File: config.mk
export PLATFORM = sky130hd
export DESIGN_NAME = base64_table_encoder
export DESIGN_NICKNAME = d
export VERILOG_FILES = /design/src/b64te_pkg.sv /design/src/b64te_front.sv /design/src/b64te_queue.sv /design/src/b64te_back.sv /design/src/base64_table_encoder.sv
export SDC_FILE = /design/constraint.sdc
export NUM_CORES = 1
export LEC_CHECK = 0
export BUFFER_PORTS_ARGS = -buffer_cell sky130_fd_sc_hd__clkbuf_2
export CAP_MARGIN = 20
export CORE_AREA = 10 10 312 314
export CTS_CLUSTER_DIAMETER = 60
export DETAILED_ROUTE_END_ITERATION = 10
export DIE_AREA = 0 0 322 324
export HOLD_SLACK_MARGIN = 0.15
export PLACE_DENSITY = 0.4
export SLEW_MARGIN = 20
export SYNTH_ARGS = -nofsm -noshare
export SYNTH_HDL_FRONTEND = slang
export SYNTH_HIERARCHICAL = 1
export SYNTH_SLANG_ARGS = --single-unit
File: constraint.sdc
create_clock -name clock -period 5.1 [get_ports clock]
set_clock_uncertainty 0.1 [all_clocks]
set_input_delay 1.02 -clock clock [delete_from_list [all_inputs] [get_ports clock]]
set_output_delay 1.02 -clock clock [all_outputs]
set_load 0.01 [all_outputs]
File: src/b64te_pkg.sv
package b64te_pkg;

   localparam int unsigned TABLE_REGS   = 8;
   localparam int unsigned REG_W        = 64;
   localparam int unsigned CHAR_W       = 8;
   localparam int unsigned GROUP_W      = 6;
   localparam int unsigned TABLE_DEPTH  = 64;
   localparam int unsigned CSR_INDEX_W  = $clog2(TABLE_REGS);
   localparam int unsigned QUEUE_DEPTH  = 2;
   localparam int unsigned QPTR_W       = $clog2(QUEUE_DEPTH);
   localparam int unsigned QCNT_W       = $clog2(QUEUE_DEPTH + 1);

   localparam int unsigned GROUP_CHARS_DEFAULT = 7;

   localparam logic [CHAR_W-1:0] SPACE_CHAR = 8'h20;

   typedef logic [TABLE_REGS-1:0][REG_W-1:0] table_regs_type;
   typedef logic [TABLE_DEPTH-1:0][CHAR_W-1:0] table_entries_type;

   // One classified byte: the groups it completes and the spaces that follow them.
   typedef struct packed {
      logic [GROUP_W-1:0] idx1;
      logic               space1;
      logic               has2;
      logic [GROUP_W-1:0] idx2;
      logic               space2;
   } cmd_type;

endpackage

File: src/b64te_front.sv
module b64te_front #(
   parameter int unsigned GROUP_CHARS = b64te_pkg::GROUP_CHARS_DEFAULT
) (
   input  logic                         clock,
   input  logic                         reset,
   input  logic                         accept,
   input  logic [b64te_pkg::CHAR_W-1:0] data_byte,
   output b64te_pkg::cmd_type           cmd
);
   import b64te_pkg::*;

   localparam int unsigned CNT_W = $clog2(GROUP_CHARS + 1);

   typedef enum logic [1:0] {
      PHASE_0 = 2'd0,
      PHASE_1 = 2'd1,
      PHASE_2 = 2'd2
   } phase_type;

   phase_type          phase_ff, phase_in;
   logic [GROUP_W-1:0] leftover_ff, leftover_in;
   logic [CNT_W-1:0]   count_ff, count_in;

   logic [GROUP_W-1:0] idx1, idx2;
   logic               has2;
   logic [CNT_W-1:0]   c1, c2, count_mid;
   logic               sp1, sp2;

   always_comb begin
      idx2        = '0;
      has2        = 1'b0;
      case (phase_ff)
         PHASE_0: begin
            idx1        = data_byte[7:2];
            leftover_in = {data_byte[1:0], 4'b0000};
            phase_in    = PHASE_1;
         end
         PHASE_1: begin
            idx1        = leftover_ff | {2'b00, data_byte[7:4]};
            leftover_in = {data_byte[3:0], 2'b00};
            phase_in    = PHASE_2;
         end
         default: begin
            // third byte completes the fourth group as well
            idx1        = leftover_ff | {4'b0000, data_byte[7:6]};
            idx2        = data_byte[5:0];
            has2        = 1'b1;
            leftover_in = '0;
            phase_in    = PHASE_0;
         end
      endcase
   end

   always_comb begin
      c1        = count_ff + CNT_W'(1);
      sp1       = (c1 >= CNT_W'(GROUP_CHARS));
      count_mid = sp1 ? '0 : c1;
      c2        = count_mid + CNT_W'(1);
      sp2       = has2 && (c2 >= CNT_W'(GROUP_CHARS));
      count_in  = has2 ? (sp2 ? '0 : c2) : count_mid;
   end

   // drop the second space when it would be a fourth result
   assign cmd.idx1   = idx1;
   assign cmd.space1 = sp1;
   assign cmd.has2   = has2;
   assign cmd.idx2   = idx2;
   assign cmd.space2 = sp2 && !sp1;

   always_ff @(posedge clock) begin
      if (reset) begin
         phase_ff    <= PHASE_0;
         leftover_ff <= '0;
         count_ff    <= '0;
      end else if (accept) begin
         phase_ff    <= phase_in;
         leftover_ff <= leftover_in;
         count_ff    <= count_in;
      end
   end

endmodule

File: src/b64te_queue.sv
module b64te_queue (
   input  logic               clock,
   input  logic               reset,
   input  logic               push,
   input  b64te_pkg::cmd_type push_data,
   output logic               full,
   input  logic               pop,
   output b64te_pkg::cmd_type pop_data,
   output logic               empty
);
   import b64te_pkg::*;

   cmd_type             slot_ff [QUEUE_DEPTH];
   logic [QPTR_W-1:0]   wr_ptr_ff, rd_ptr_ff;
   logic [QCNT_W-1:0]   count_ff, count_in;

   assign full     = (count_ff == QCNT_W'(QUEUE_DEPTH));
   assign empty    = (count_ff == '0);
   assign pop_data = slot_ff[rd_ptr_ff];

   always_comb begin
      count_in = count_ff;
      if (push && !pop) begin
         count_in = count_ff + QCNT_W'(1);
      end else if (pop && !push) begin
         count_in = count_ff - QCNT_W'(1);
      end
   end

   always_ff @(posedge clock) begin
      if (reset) begin
         wr_ptr_ff <= '0;
         rd_ptr_ff <= '0;
         count_ff  <= '0;
      end else begin
         if (push) begin
            wr_ptr_ff <= wr_ptr_ff + QPTR_W'(1);
         end
         if (pop) begin
            rd_ptr_ff <= rd_ptr_ff + QPTR_W'(1);
         end
         count_ff <= count_in;
      end
   end

   always_ff @(posedge clock) begin
      if (push) begin
         slot_ff[wr_ptr_ff] <= push_data;
      end
   end

endmodule

File: src/b64te_back.sv
module b64te_back (
   input  logic                             clock,
   input  logic                             reset,
   input  b64te_pkg::table_regs_type        table_chars,
   input  b64te_pkg::cmd_type               cmd,
   input  logic                             cmd_empty,
   output logic                             cmd_pop,
   output logic                             rsp_valid,
   input  logic                             rsp_ready,
   output logic [b64te_pkg::CHAR_W-1:0]     rsp_out_char,
   output logic                             rsp_last
);
   import b64te_pkg::*;

   typedef enum logic [1:0] {
      STEP_CHAR1  = 2'd0,
      STEP_SPACE1 = 2'd1,
      STEP_CHAR2  = 2'd2,
      STEP_SPACE2 = 2'd3
   } step_type;

   step_type            step_ff, step_in;
   logic                rsp_valid_ff;
   logic [CHAR_W-1:0]   rsp_char_ff, char_in;
   logic                rsp_last_ff, last_in;

   table_entries_type   entries;
   logic [GROUP_W-1:0]  sel;
   logic                emit;

   assign entries = table_chars;
   assign emit    = !cmd_empty && (!rsp_valid_ff || rsp_ready);
   assign sel     = (step_ff == STEP_CHAR2) ? cmd.idx2 : cmd.idx1;

   always_comb begin
      case (step_ff)
         STEP_CHAR1: begin
            char_in = entries[sel];
            last_in = !cmd.space1 && !cmd.has2;
            step_in = cmd.space1 ? STEP_SPACE1 : (cmd.has2 ? STEP_CHAR2 : STEP_CHAR1);
         end
         STEP_SPACE1: begin
            char_in = SPACE_CHAR;
            last_in = !cmd.has2;
            step_in = cmd.has2 ? STEP_CHAR2 : STEP_CHAR1;
         end
         STEP_CHAR2: begin
            char_in = entries[sel];
            last_in = !cmd.space2;
            step_in = cmd.space2 ? STEP_SPACE2 : STEP_CHAR1;
         end
         default: begin
            char_in = SPACE_CHAR;
            last_in = 1'b1;
            step_in = STEP_CHAR1;
         end
      endcase
   end

   // retire the queued item with its final character
   assign cmd_pop      = emit && last_in;
   assign rsp_valid    = rsp_valid_ff;
   assign rsp_out_char = rsp_char_ff;
   assign rsp_last     = rsp_last_ff;

   always_ff @(posedge clock) begin
      if (reset) begin
         step_ff      <= STEP_CHAR1;
         rsp_valid_ff <= 1'b0;
      end else begin
         if (emit) begin
            step_ff      <= step_in;
            rsp_valid_ff <= 1'b1;
            rsp_char_ff  <= char_in;
            rsp_last_ff  <= last_in;
         end else if (rsp_ready) begin
            rsp_valid_ff <= 1'b0;
         end
      end
   end

endmodule

File: src/base64_table_encoder.sv
// A byte is classified into the two-entry queue, and its first character then goes through
// the single result register; a stalled receiver delays it. Throughput: one character per
// cycle on the result side while the receiver is ready, one to three characters per byte;
// the queue between classifier and emitter lets new bytes be taken while earlier ones are emitted, until it is full.
// Reset (synchronous): clears the character table, carried bits, phase, count and queue.
module base64_table_encoder #(
   parameter int unsigned GROUP_CHARS = b64te_pkg::GROUP_CHARS_DEFAULT
) (
   input  logic                              clock,
   input  logic                              reset,
   input  logic                              req_valid,
   output logic                              req_ready,
   input  logic [b64te_pkg::CHAR_W-1:0]      req_data_byte,
   output logic                              rsp_valid,
   input  logic                              rsp_ready,
   output logic [b64te_pkg::CHAR_W-1:0]      rsp_out_char,
   output logic                              rsp_last,
   input  logic                              csr_valid,
   output logic                              csr_ready,
   input  logic [b64te_pkg::CSR_INDEX_W-1:0] csr_index,
   input  logic [b64te_pkg::REG_W-1:0]       csr_data
);
   import b64te_pkg::*;

   table_regs_type table_ff;
   cmd_type        front_cmd, head_cmd;
   logic           queue_full, queue_empty, queue_pop, req_accept;

   assign csr_ready  = 1'b1;
   assign req_ready  = !queue_full;
   assign req_accept = req_valid && req_ready;

   always_ff @(posedge clock) begin
      if (reset) begin
         table_ff <= '0;
      end else if (csr_valid) begin
         table_ff[csr_index] <= csr_data;
      end
   end

   b64te_front #(
      .GROUP_CHARS (GROUP_CHARS)
   ) u_front (
      .clock     (clock),
      .reset     (reset),
      .accept    (req_accept),
      .data_byte (req_data_byte),
      .cmd       (front_cmd)
   );

   b64te_queue u_queue (
      .clock     (clock),
      .reset     (reset),
      .push      (req_accept),
      .push_data (front_cmd),
      .full      (queue_full),
      .pop       (queue_pop),
      .pop_data  (head_cmd),
      .empty     (queue_empty)
   );

   b64te_back u_back (
      .clock        (clock),
      .reset        (reset),
      .table_chars  (table_ff),
      .cmd          (head_cmd),
      .cmd_empty    (queue_empty),
      .cmd_pop      (queue_pop),
      .rsp_valid    (rsp_valid),
      .rsp_ready    (rsp_ready),
      .rsp_out_char (rsp_out_char),
      .rsp_last     (rsp_last)
   );

endmodule

==> metrics.txt, run 1 <==
PortBufs=90; setup violators final=0; Hold Vio Cnt, Final=0; flop2flop setup slack=1.14 ns; clk root buf=clkbuf_16; ys async rst share=0%; Starting Density=29.71%; Max-Cap Viols=0; CTS sink cnt=568; Reg clk slew, reported paths=0.05 ns; dpl hpwl=64,200 um; Die Y=324 um; Final Instance Count excl. Fillers=3,982; measured slew at the worst slew-check pin=0.9866 ns; setup total negative slack=0 ns; Post-CTS Setup Repair Bufs=0; Final ANT Viol Nets=0; drt wl/cell=24.73 um; Final min period=3.963 ns; DIE AREA=0.1043 mm2; post-place setup slack=1.210 ns; die width=322 um; ratio of cells with drive above 1 in the final layout=11.41%; synth cell count leaders=595 x mux2i_1, 580 x nand2b_1, 529 x dfxtp_1; syn avg cell area=9.677 um2; Max-slew headroom=34.23%; GRT Util Overall=18.51%; period utilisation layout=77.70%; drt first pass iters=5; Cells after Synth=2,797; post-cts resize count=0; Placed Cells=3,852; largest net degree at the start of global routing=119; Max Buffers Root-to-Sink=3; initial antenna violation count=4; FP Rows=111; 1st-iter DRT viols=1,092; Placer Congestion=0.8272; GRT overflow=0; register bit total from synthesis=568; Layout fillers=9,345; Synthesized Nets=2,882; DRC=0; leading area contributor after synthesis=dfxtp_1; Synth cell types=69; CTS tree=built; post-synthesis cell area=0.02707 mm2; PD cells=482.1 mW/mm2; vias=19,924; first-pass GRT wire length=143,500 um; Hold Path Class=reg2reg; Worst R2R End=u_back/rsp_out_char[2]$_SDFFCE_PN0P_; hold endpoint=u_front/leftover_ff[3]$_SDFFE_PP0P_; CP Class=reg2reg; drt via density=5.004; worst skew pair latency=0.62 ns; VDD IR max=0.4021 mV; unrepaired setup endpoints after global routing=false; Arrival @ worst endpoint=4.21 ns; vias in the first global route=20,712; most frequent cell after synthesis=mux2i_1; IO Pins=92; routed wire length=98,460 um; YS warnings=6; worst-path fanout max=17; Synth Flop Type=dfxtp_1; Synth area leaders=dfxtp_1 39%, mux2i_1 22%, nand2b_1 13%; CTS Buf Count=73; type of origin of the critical path=flop; Hold Path Depth=2; Post-DP Area=0.02847 mm2; register area share after synthesis=43.45%; R2R depth=8; Area Overhead vs Synth=13.97%; total chip power=14.87 mW; CTS Hold Bufs=0; nets@finish=2,826; design area=0.03085 mm2; FF-to-FF Start=u_back/step_ff[1]$_SDFFE_PP0P_; Critical Path RT=5.35 ns; slack of the critical path=1.137 ns; Max Freq=252.4 MHz; fin. max-slew vios=0; post-synth top area share=39.13%; H-tree Lvls=3; status=complete, no violations; hold path start=u_front/leftover_ff[3]$_SDFFE_PP0P_; CP endpoint kind=flop; Leak=13.38 nW; Placeable Area=0.09111 mm2; EDFF count, synth=39
-- cell type report --
type / instances / area [um2] / area share [%]
Timing Repair Buffer: 150 / 1099 / 3.561
Inverter: 14 / 52.55 / 0.1704
Clock buffer: 104 / 2106 / 6.826
Clock inverter: 25 / 269.0 / 0.8720
Tap cell: 1186 / 1484 / 4.810
Sequential cell: 568 / 11760 / 38.13
Antenna cell: 1 / 2.502 / 0.008112
Multi-Input combinational cell: 1934 / 14070 / 45.63
-- metrics by stage --
stage / hold WS, ns / utilization (%)
2_1_floorplan: 0.3413 / -
3_3_place_gp: 0.3513 / 31.25
3_5_place_dp: 0.3552 / 31.25
4_1_cts: 0.3646 / 33.86
5_1_grt: 0.3846 / 33.86
6_report: 0.3614 / 33.86
-- critical path, stage by stage, from the launching register on --
cell and delay (ns):
dfxtp_1 0.62, nand2b_1 0.55, mux2_4 0.61, nor2_4 0.64, buf_4 0.37, a32oi_1 0.16
a31oi_1 0.20, nor4_1 0.09, a221o_1 0.32
-- per-layer routing --
metal | GRT usage [%] | wire length [um] | share of wire, %
met1 | 23.88 | 45120 | 46
met2 | 31.55 | 46980 | 48
met3 | 2.692 | 3584 | 3.6
met4 | 5.773 | 2764 | 2.8
met5 | 0 | 9 | 0.0091
-- worst max-delay path by stage --
stage,endpoint,from,cells past startpoint
6_report,u_back/rsp_out_char[2]$_SDFFCE_PN0P_,u_back/step_ff[1]$_SDFFE_PP0P_,8
5_1_grt,u_back/rsp_out_char[0]$_SDFFCE_PN0P_,u_back/step_ff[1]$_SDFFE_PP0P_,8
4_1_cts,u_back/rsp_out_char[2]$_SDFFCE_PN0P_,u_back/step_ff[1]$_SDFFE_PP0P_,8
3_5_place_dp,u_back/rsp_out_char[2]$_SDFFCE_PN0P_,u_back/step_ff[1]$_SDFFE_PP0P_,8
3_3_place_gp,u_back/rsp_out_char[0]$_SDFFCE_PN0P_,u_back/step_ff[1]$_SDFFE_PP0P_,8
2_1_floorplan,u_back/rsp_out_char[3]$_SDFFCE_PN0P_,flop,12
-- cell usage in the layout, fill, tap and decap left out, drive strengths merged, types with 24 or more instances in the layout --
cell type,instances
mux2i,597
nand2b,580
dfxtp,529
nand2,322
clkbuf,193
nand3,113
buf,61
a31oi,43
edfxtp,39
nor2,30
a21oi,24
-- logic make-up after synthesis --
kind of cell	Yosys count	synth area share [%]
AOI/OAI and AO/OA	165	4.285
DFF	568	43.45
other	1	0.01386
adders and majority gates	5	0.2311
and+or+nand+nor	1122	22.40
muxes	635	24.36
xor gates and xnor gates	6	0.1942
buffers and inverters	295	5.062
-- registers in the layout, indices dropped and copies added (netlist names), 2 cells and up, named ones only --
signal,count
u_queue/slot_ff,30
u_back/step_ff,2
table_ff,512
u_front/leftover_ff,4
u_front/phase_ff,2
u_back/rsp_out_char,8
u_front/count_ff,3
u_queue/count_ff,2
-- power breakdown --
group          leakage, nW  total [mW]  switching (mW)  internal, mW
Combinational         7.57        4.79            3.27          1.53
Sequential            4.65        4.93           0.187          4.74
Clock                 1.16        5.15            2.10          3.05
Total                 13.4        14.9            5.56          9.31
Note: power is estimated with default switching activity, not from simulation.
==> inputs of run 2 (changes only) <==
clock period = 4 ns   (was 5.1 ns; I/O delays follow)
==> run 2 against run 1 <==
Routed wire length shrank 1.7%. Power grew 29%. Cell area grew 0.89%. Count of clock-buffer cells in the layout shrank 1. Critical path type unchanged. Die area is the same. Combinational power grew 36%. Register-to-register slack lost 0.68 ns. Critical endpoint unchanged. Critical path depth grew 1. Core utilization grew 0.30 points. Flip-flop and latch count is the same. Setup slack lost 0.68 ns.
==> metrics.txt, run 2 (same netlist as run 1, synthesis figures left out) <==
status=complete, no violations (unchanged); Post-CTS Setup Repair Bufs=0 (unchanged); measured slew at the worst slew-check pin=0.9203 ns (was 0.9866 ns); flop2flop setup slack=0.46 ns (was 1.14 ns); hold path start=u_front/leftover_ff[2]$_SDFFE_PP0P_ (was u_front/leftover_ff[3]$_SDFFE_PP0P_); Reg clk slew, reported paths=0.06 ns (was 0.05 ns); hold endpoint=u_front/leftover_ff[2]$_SDFFE_PP0P_ (was u_front/leftover_ff[3]$_SDFFE_PP0P_); Final ANT Viol Nets=0 (unchanged); setup total negative slack=0 ns (unchanged); Hold Path Depth=2 (unchanged); Max-slew headroom=38.65% (was 34.23%); fin. max-slew vios=0 (unchanged); CTS sink cnt=568 (unchanged); worst skew pair latency=0.63 ns (was 0.62 ns); setup violators final=0 (unchanged); CP endpoint kind=flop (unchanged); IO Pins=92 (unchanged); DRC=0 (unchanged); type of origin of the critical path=flop (unchanged); CTS Buf Count=71 (was 73); Arrival @ worst endpoint=3.93 ns (was 4.21 ns); Final min period=3.540 ns (was 3.963 ns); drt first pass iters=5 (unchanged); clk root buf=clkbuf_16 (unchanged); Max Freq=282.5 MHz (was 252.4 MHz); worst-path fanout max=55 (was 17); Hold Vio Cnt, Final=0 (unchanged); post-cts resize count=0 (unchanged); GRT overflow=0 (unchanged); routed wire length=96,780 um (was 98,460 um); DIE AREA=0.1043 mm2 (unchanged); Critical Path RT=4.39 ns (was 5.35 ns); unrepaired setup endpoints after global routing=false (unchanged); R2R depth=9 (was 8); initial antenna violation count=6 (was 4); largest net degree at the start of global routing=108 (was 119); CTS tree=built (unchanged); vias=19,855 (was 19,924); Hold Path Class=reg2reg (unchanged); Area Overhead vs Synth=14.99% (was 13.97%); CP Class=reg2reg (unchanged); Die Y=324 um (unchanged); max reg flops=512 (unchanged); CTS Hold Bufs=0 (unchanged); 1st-iter DRT viols=1,124 (was 1,092); nets@finish=2,849 (was 2,826); total chip power=19.24 mW (was 14.87 mW); Max-Cap Viols=0 (unchanged); PD cells=618.1 mW/mm2 (was 482.1 mW/mm2); Layout fillers=9,298 (was 9,345); drt via density=4.955 (was 5.004); vias in the first global route=20,705 (was 20,712); VDD IR max=0.3240 mV (was 0.4021 mV); most frequent cells in the layout=595 x mux2i_1, 580 x nand2b_1, 529 x dfxtp_1 (unchanged); PortBufs=90 (unchanged); die width=322 um (unchanged); Placer Congestion=0.7929 (was 0.8272); drt wl/cell=24.15 um (was 24.73 um); Biggest register=table_ff (unchanged); Leak=13.55 nW (was 13.38 nW); H-tree Lvls=3 (unchanged); first-pass GRT wire length=143,100 um (was 143,500 um); ratio of cells with drive above 1 in the final layout=12.20% (was 11.41%); Max Buffers Root-to-Sink=3 (unchanged); dpl hpwl=64,580 um (was 64,200 um); period utilisation layout=88.51% (was 77.70%); Starting Density=29.71% (unchanged); commonest non-fill, non-tap cell in the layout=mux2i_1 (unchanged); FP Rows=111 (unchanged); Placeable Area=0.09111 mm2 (unchanged); GRT Util Overall=18.33% (was 18.51%); Worst R2R End=u_back/rsp_out_char[2]$_SDFFCE_PN0P_ (unchanged)
[run 2: changes by cell type in the layout (fill, tap and decap cells not counted), sizes merged]
| cell | previous run | this run |
|---|---|---|
| inv | 23 | 21 |
| clkinvlp | 4 | 0 |
| clkbuf | 193 | 192 |
| diode | 1 | 2 |
| clkinv | 9 | 15 |
| buf | 61 | 86 |
[run 2: how the worst max path moves through the flow]
stage | endpoint | slack [ns] | cells past startpoint
global route | u_back/rsp_out_char[2]$_SDFFCE_PN0P_ | 0.29 | 9
global placement | u_back/rsp_out_char[2]$_SDFFCE_PN0P_ | 0.59 | 9
floorplan | u_back/rsp_out_char[3]$_SDFFCE_PN0P_ | 1.21 | 12
detailed placement | u_back/rsp_out_char[2]$_SDFFCE_PN0P_ | 0.51 | 9
finish | u_back/rsp_out_char[2]$_SDFFCE_PN0P_ | 0.46 | 9
CTS | u_back/rsp_out_char[2]$_SDFFCE_PN0P_ | 0.49 | 9
[run 2: through the flow]
step | cell area [um2] | utilization (%) | hold WS [ns] | cells | setup WS, ns
final | 31120 | 34.16 | 0.3630 | 4007 | 0.4598
after global routing | 31120 | 34.16 | 0.3700 | 4005 | 0.2917
after CTS | 31120 | 34.16 | 0.3506 | 4005 | 0.4886
after detailed placement | 28770 | 31.58 | 0.3596 | 3877 | 0.5133
after global placement | 28770 | 31.58 | 0.3560 | 3877 | 0.5924
after floorplan | 27070 | - | 0.3413 | 2797 | 1.208
[run 2: routing by layer]
layer / vias to the layer above / part of all wire [%] / GRT usage, %
met4: 0 / 1.9 / 4.137
met5: - / 0 / 0
met2: 327 / 48 / 31.30
li1: 9433 / - / -
met1: 9992 / 47 / 24.39
met3: 103 / 3.2 / 2.312
[run 2: power breakdown]
group / switching [mW] / internal, mW
combinational: 4.42 / 2.09
clock: 2.65 / 3.83
sequential: 0.204 / 6.04
total: 7.27 / 12.0
[run 2: critical path: stages (launching register included)]
cell,delay [ns]
dfxtp_1,0.62
mux2_2,0.25
and3b_1,0.23
a21o_4,0.68
buf_4,0.44
nand2_1,0.10
a32oi_1,0.34
a31oi_1,0.14
nor4_1,0.26
a221o_1,0.22
[run 2: area by class of cell]
type / instances / area, um2 / share of cell area [%]
diodes: 2 / 5.005 / 0.01608
clock buffers: 103 / 2078 / 6.677
clock inverters: 25 / 271.5 / 0.8724
inverters: 14 / 52.55 / 0.1688
multi-input cells: 1934 / 14070 / 45.21
flip-flops and latches: 568 / 11760 / 37.79
well taps: 1186 / 1484 / 4.768
repair buffers: 175 / 1399 / 4.494
